--- src/rtl/cmp_pkg.sv ---
// shared constants and types for the coin majority probability core
`timescale 1ns / 1ps
package cmp_pkg;

  localparam int MAX_COINS = 1024;
  localparam int DEPTH     = MAX_COINS + 1;
  localparam int CNT_W     = $clog2(MAX_COINS + 1);
  localparam int DIST_W    = 25;
  localparam int PROB_W    = 17;
  localparam int FRAC_W    = 16;
  localparam int PROD_W    = DIST_W + PROB_W;
  localparam int ACC_W     = DIST_W + $clog2(MAX_COINS);

  localparam logic [DIST_W-1:0] ONE_Q24   = DIST_W'(1 << 24);
  localparam logic [PROB_W-1:0] ONE_Q16   = PROB_W'(1 << FRAC_W);
  localparam logic [CNT_W-1:0]  MAX_COUNT = CNT_W'(MAX_COINS);

  typedef enum logic [2:0] {
    ST_IDLE,
    ST_SWEEP,
    ST_DRAIN,
    ST_TAIL,
    ST_TAIL_DRAIN,
    ST_EMIT
  } state_t;

  // one entry update: new[addr] = upper*(1-p) + lower*p
  typedef struct packed {
    logic              valid;
    logic [CNT_W-1:0]  addr;
    logic [DIST_W-1:0] upper;
    logic [DIST_W-1:0] lower;
  } mac_req_t;

  typedef struct packed {
    logic              en;
    logic [CNT_W-1:0]  addr;
    logic [DIST_W-1:0] data;
  } mac_wr_t;

endpackage

--- src/rtl/cmp_mac.sv ---
// registered multiply and combinational add that produces one updated distribution entry
`timescale 1ns / 1ps
module cmp_mac (
  input  logic                         clk,
  input  logic                         rst,
  input  cmp_pkg::mac_req_t            req,
  input  logic [cmp_pkg::PROB_W-1:0]   p,
  input  logic [cmp_pkg::PROB_W-1:0]   q,
  output cmp_pkg::mac_wr_t             wr
);
  import cmp_pkg::*;

  logic              valid;
  logic [CNT_W-1:0]  addr;
  logic [PROD_W-1:0] prod_u;
  logic [PROD_W-1:0] prod_l;

  always_ff @(posedge clk) begin
    if (rst) begin
      valid <= 1'b0;
    end else begin
      valid <= req.valid;
    end
  end

  always_ff @(posedge clk) begin
    addr   <= req.addr;
    prod_u <= PROD_W'(req.upper) * PROD_W'(q);
    prod_l <= PROD_W'(req.lower) * PROD_W'(p);
  end

  // each product truncated to q1.24 before the add
  assign wr.en   = valid;
  assign wr.addr = addr;
  assign wr.data = DIST_W'((prod_u >> FRAC_W) + (prod_l >> FRAC_W));

endmodule

--- config.mk ---
export PLATFORM = sky130hd
export DESIGN_NAME = cmp_mac
export DESIGN_NICKNAME = d
export VERILOG_FILES = /design/src/rtl/cmp_pkg.sv /design/src/rtl/cmp_mac.sv
export SDC_FILE = /design/constraint.sdc
export NUM_CORES = 2
export LEC_CHECK = 0
export ABC_AREA = 1
export BUFFER_PORTS_ARGS = -buffer_cell sky130_fd_sc_hd__buf_2
export CORE_ASPECT_RATIO = 1.25
export CORE_MARGIN = 2
export CORE_UTILIZATION = 35
export CTS_CLUSTER_DIAMETER = 200
export DETAILED_ROUTE_END_ITERATION = 10
export PLACE_DENSITY = 0.55
export SLEW_MARGIN = 0
export SYNTH_ARGS = -nofsm -noshare
export SYNTH_HDL_FRONTEND = slang
export SYNTH_SLANG_ARGS = --single-unit
--- constraint.sdc ---
create_clock -name clk -period 18 [get_ports clk]
set_input_delay 3.6 -clock clk [delete_from_list [all_inputs] [get_ports clk]]
set_output_delay 3.6 -clock clk [all_outputs]
set_load 0.005 [all_outputs]
==> results by group <==
Routing
  • Post-Route WL: between 80000 and 90000 um
  • M1 WL: approximately 34000 um
  • Met3 wire len: 4390 um
  • Iter 0 DRT Violations: roughly 1100
  • Vias: 24396
  • Routed Antenna Nets: 0
  • Vias per cell: between 4 and 5
  • Drc violations: 0
  • Drt first pass iters: 7
  • DR WL/cell: 16.3 um
  • Highest metal used: met5
  • Met2 wire length: 45600 um

Clock network
  • Worst-path clk slew: 0.06 ns
  • Post-CTS Setup Bufs: 0
  • CTS tree: yes
  • Hold_buf cts: 0
  • Clock root buffer: clkbuf_16
  • Total clock sinks: 62
  • Post-CTS resize count: 0
  • CTS Buffer Depth: 2
  • CTS buffer count: 9
  • Depth of the CTS H-tree: 3

Placement
  • Cells after DPL: roughly 5200
  • Buffers on Ports: around 130
  • Final HPWL from detailed placement: between 70000 and 80000 um
  • Global placement routability congestion: between 0.8 and 0.9
  • Dpl ws: a little under 9 ns

Yosys
  • Synth cell types: 38
  • Post-synth top area share: 0.444
  • Synthesized area: slightly above 30000 sq um
  • Mapped Avg Cell Area: roughly 7.4 sq um
  • Most common cell in the netlist: inv_1
  • Synth Instances: 4135
  • Register area share after synthesis: 0.0403
  • Dominant cells by area after synthesis: fa_1 (44%), inv_1 (15%), nand2_1 (14%)
  • Number of flops mapped to enable cells by yosys: 0
  • Async set-reset flop share out of synthesis: 0
  • Yosys top cell by area: fa_1
  • Syn. warnings: 0
  • Count of state elements after synthesis: a little over 60
  • Most used DFF post-synth: dfxtp_1
  • Synthesized Nets: ~5200
  • Synth cell count leaders: inv_1 (1242), nand2_1 (1178), fa_1 (683), ha_1 (244), clkbuf_1 (192)

Timing
  • Final hold violations: 0
  • Crit path time final: between 8 and 9 ns
  • Fmax: between 100 and 150 MHz
  • Tcrit/Tclk final: 0.499
  • Max-slew violations: 0
  • Final setup fails: 0
  • Slew HR: 0.517
  • Total negative slack: 0 ns
  • Worst-margin pin slew: 0.724 ns
  • RSZ-0062 raised after global routing: false
  • Setup slack after layout: between 9 and 10 ns

Critical path
  • Crit path kind: input port to flip-flop
  • Worst setup SP type: input port
  • Crit path DAT: 9.23 ns
  • WP data required: 18.25 ns
  • Critical Path Sink Type: flip-flop
  • CP Max Fanout: 25

Worst hold path
  • Worst Hold Class: input port to flip-flop
  • Depth of the worst hold-timing path: 1

Global routing
  • Grt total ovfl: 0
  • Largest net degree at the start of global routing: 26
  • First-pass GRT wire length: around 140000 um
  • Vias in the first global route: around 27000
  • Initial antenna violation count: 2
  • GRT Total Usage: 0.198

Floorplan
  • Die extent in x: 269 um
  • Die area: around 90000 sq um
  • FP Rows: 121
  • Top Ports: ~140
  • CORE AREA: just under 90000 sq um
  • Starting Density: 0.353
  • Die height: around 340 um

Flow run
  • Max-cap check violation count: 0

Cells and area
  • Total Nets Final: 5107
  • Area grow syn2layout: 5.52%
  • # diodes: 0
  • Final core occ: 0.373
  • Layout cells sized above 1: 0.0433
  • Final Non-Filler Cells: 5255

Run status
  • Status: finished, final reports clean
-- cell families (layout without fill, tap and decap cells) --
group | after synthesis | after routing | share of synthesized area
buffers and inverters | 1440 | 1392 | 0.176
and+or+nand+nor | 1427 | 1427 | 0.182
adders and majority gates | 927 | 927 | 0.544
AOI/OAI and AO/OA | 223 | 223 | 0.0419
DFF | 62 | 62 | 0.0403
xor gates and xnor gates | 56 | 56 | 0.0159
-- routing by layer --
layer,up-vias,global-route usage
li1,11527,-
met1,12244,0.235
met2,527,0.376
met3,96,0.0284
met4,2,0.0407
met5,-,0
-- cell usage in the layout (no fill, tap or decap), drive strengths merged --
cell type	count
nand2	1180
o21ai	61
nor2	130
o21bai	11
and3	2
xor2	43
nand4	22
bufinv	2
a21oi	117
o311ai	2
inv	1243
ha	244
fa	683
o21a	9
a211oi	1
dfxtp	62
clkinvlp	2
nand3	56
clkinv	2
nor4	3
clkbuf	9
a21o	10
a31oi	3
nor3	33
o211ai	3
buf	134
a21boi	6
nand3b	1
xnor2	13
-- metrics by stage --
step / hold slack, ns / instance area (sq um)
4_1_cts: 3.33 / 32500
5_1_grt: 3.33 / 32500
3_3_place_gp: 3.70 / 32100
6_report: 3.35 / 32500
3_5_place_dp: 3.70 / 32100
2_1_floorplan: 3.63 / 30800
-- final cells by class --
class	count	area [sq um]
clock buffer	9	225
fill	9354	54600
clock inverter	7	97.6
tap	1168	1460
sequential	62	1240
inverter	1242	4660
multi-input combinational	2633	24100
timing repair buffer	134	671
-- sequential cells by signal, indices dropped and copies added, names as in the netlist --
| signal | cells |
|---|---|
| prod_u | 25 |
| valid | 1 |
| prod_l | 25 |
| addr | 11 |
-- worst max-delay path, cell delays in order --
cell	delay (ns)
buf_2	0.44
nand2_1	0.16
fa_1	0.56
inv_1	0.05
fa_1	0.53
inv_1	0.06
fa_1	0.50
inv_1	0.05
fa_1	0.51
fa_1	0.50
inv_1	0.05
fa_1	0.48
inv_1	0.05
ha_1	0.33
a21oi_1	0.24
o21ai_0	0.23
a21oi_1	0.38
nor2_1	0.08
nor3_1	0.21
nand2_1	0.08
nand2_1	0.06
nand2_1	0.04
-- worst paths after layout --
path	from	end	slack [ns]
max	q[2]	prod_u[36]$_DFF_P_	9.03
min	req[55]	addr[5]$_DFF_P_	3.35
Power is not shown: default switching activity piles up to over one toggle a cycle in this logic, so the estimate is an artifact.
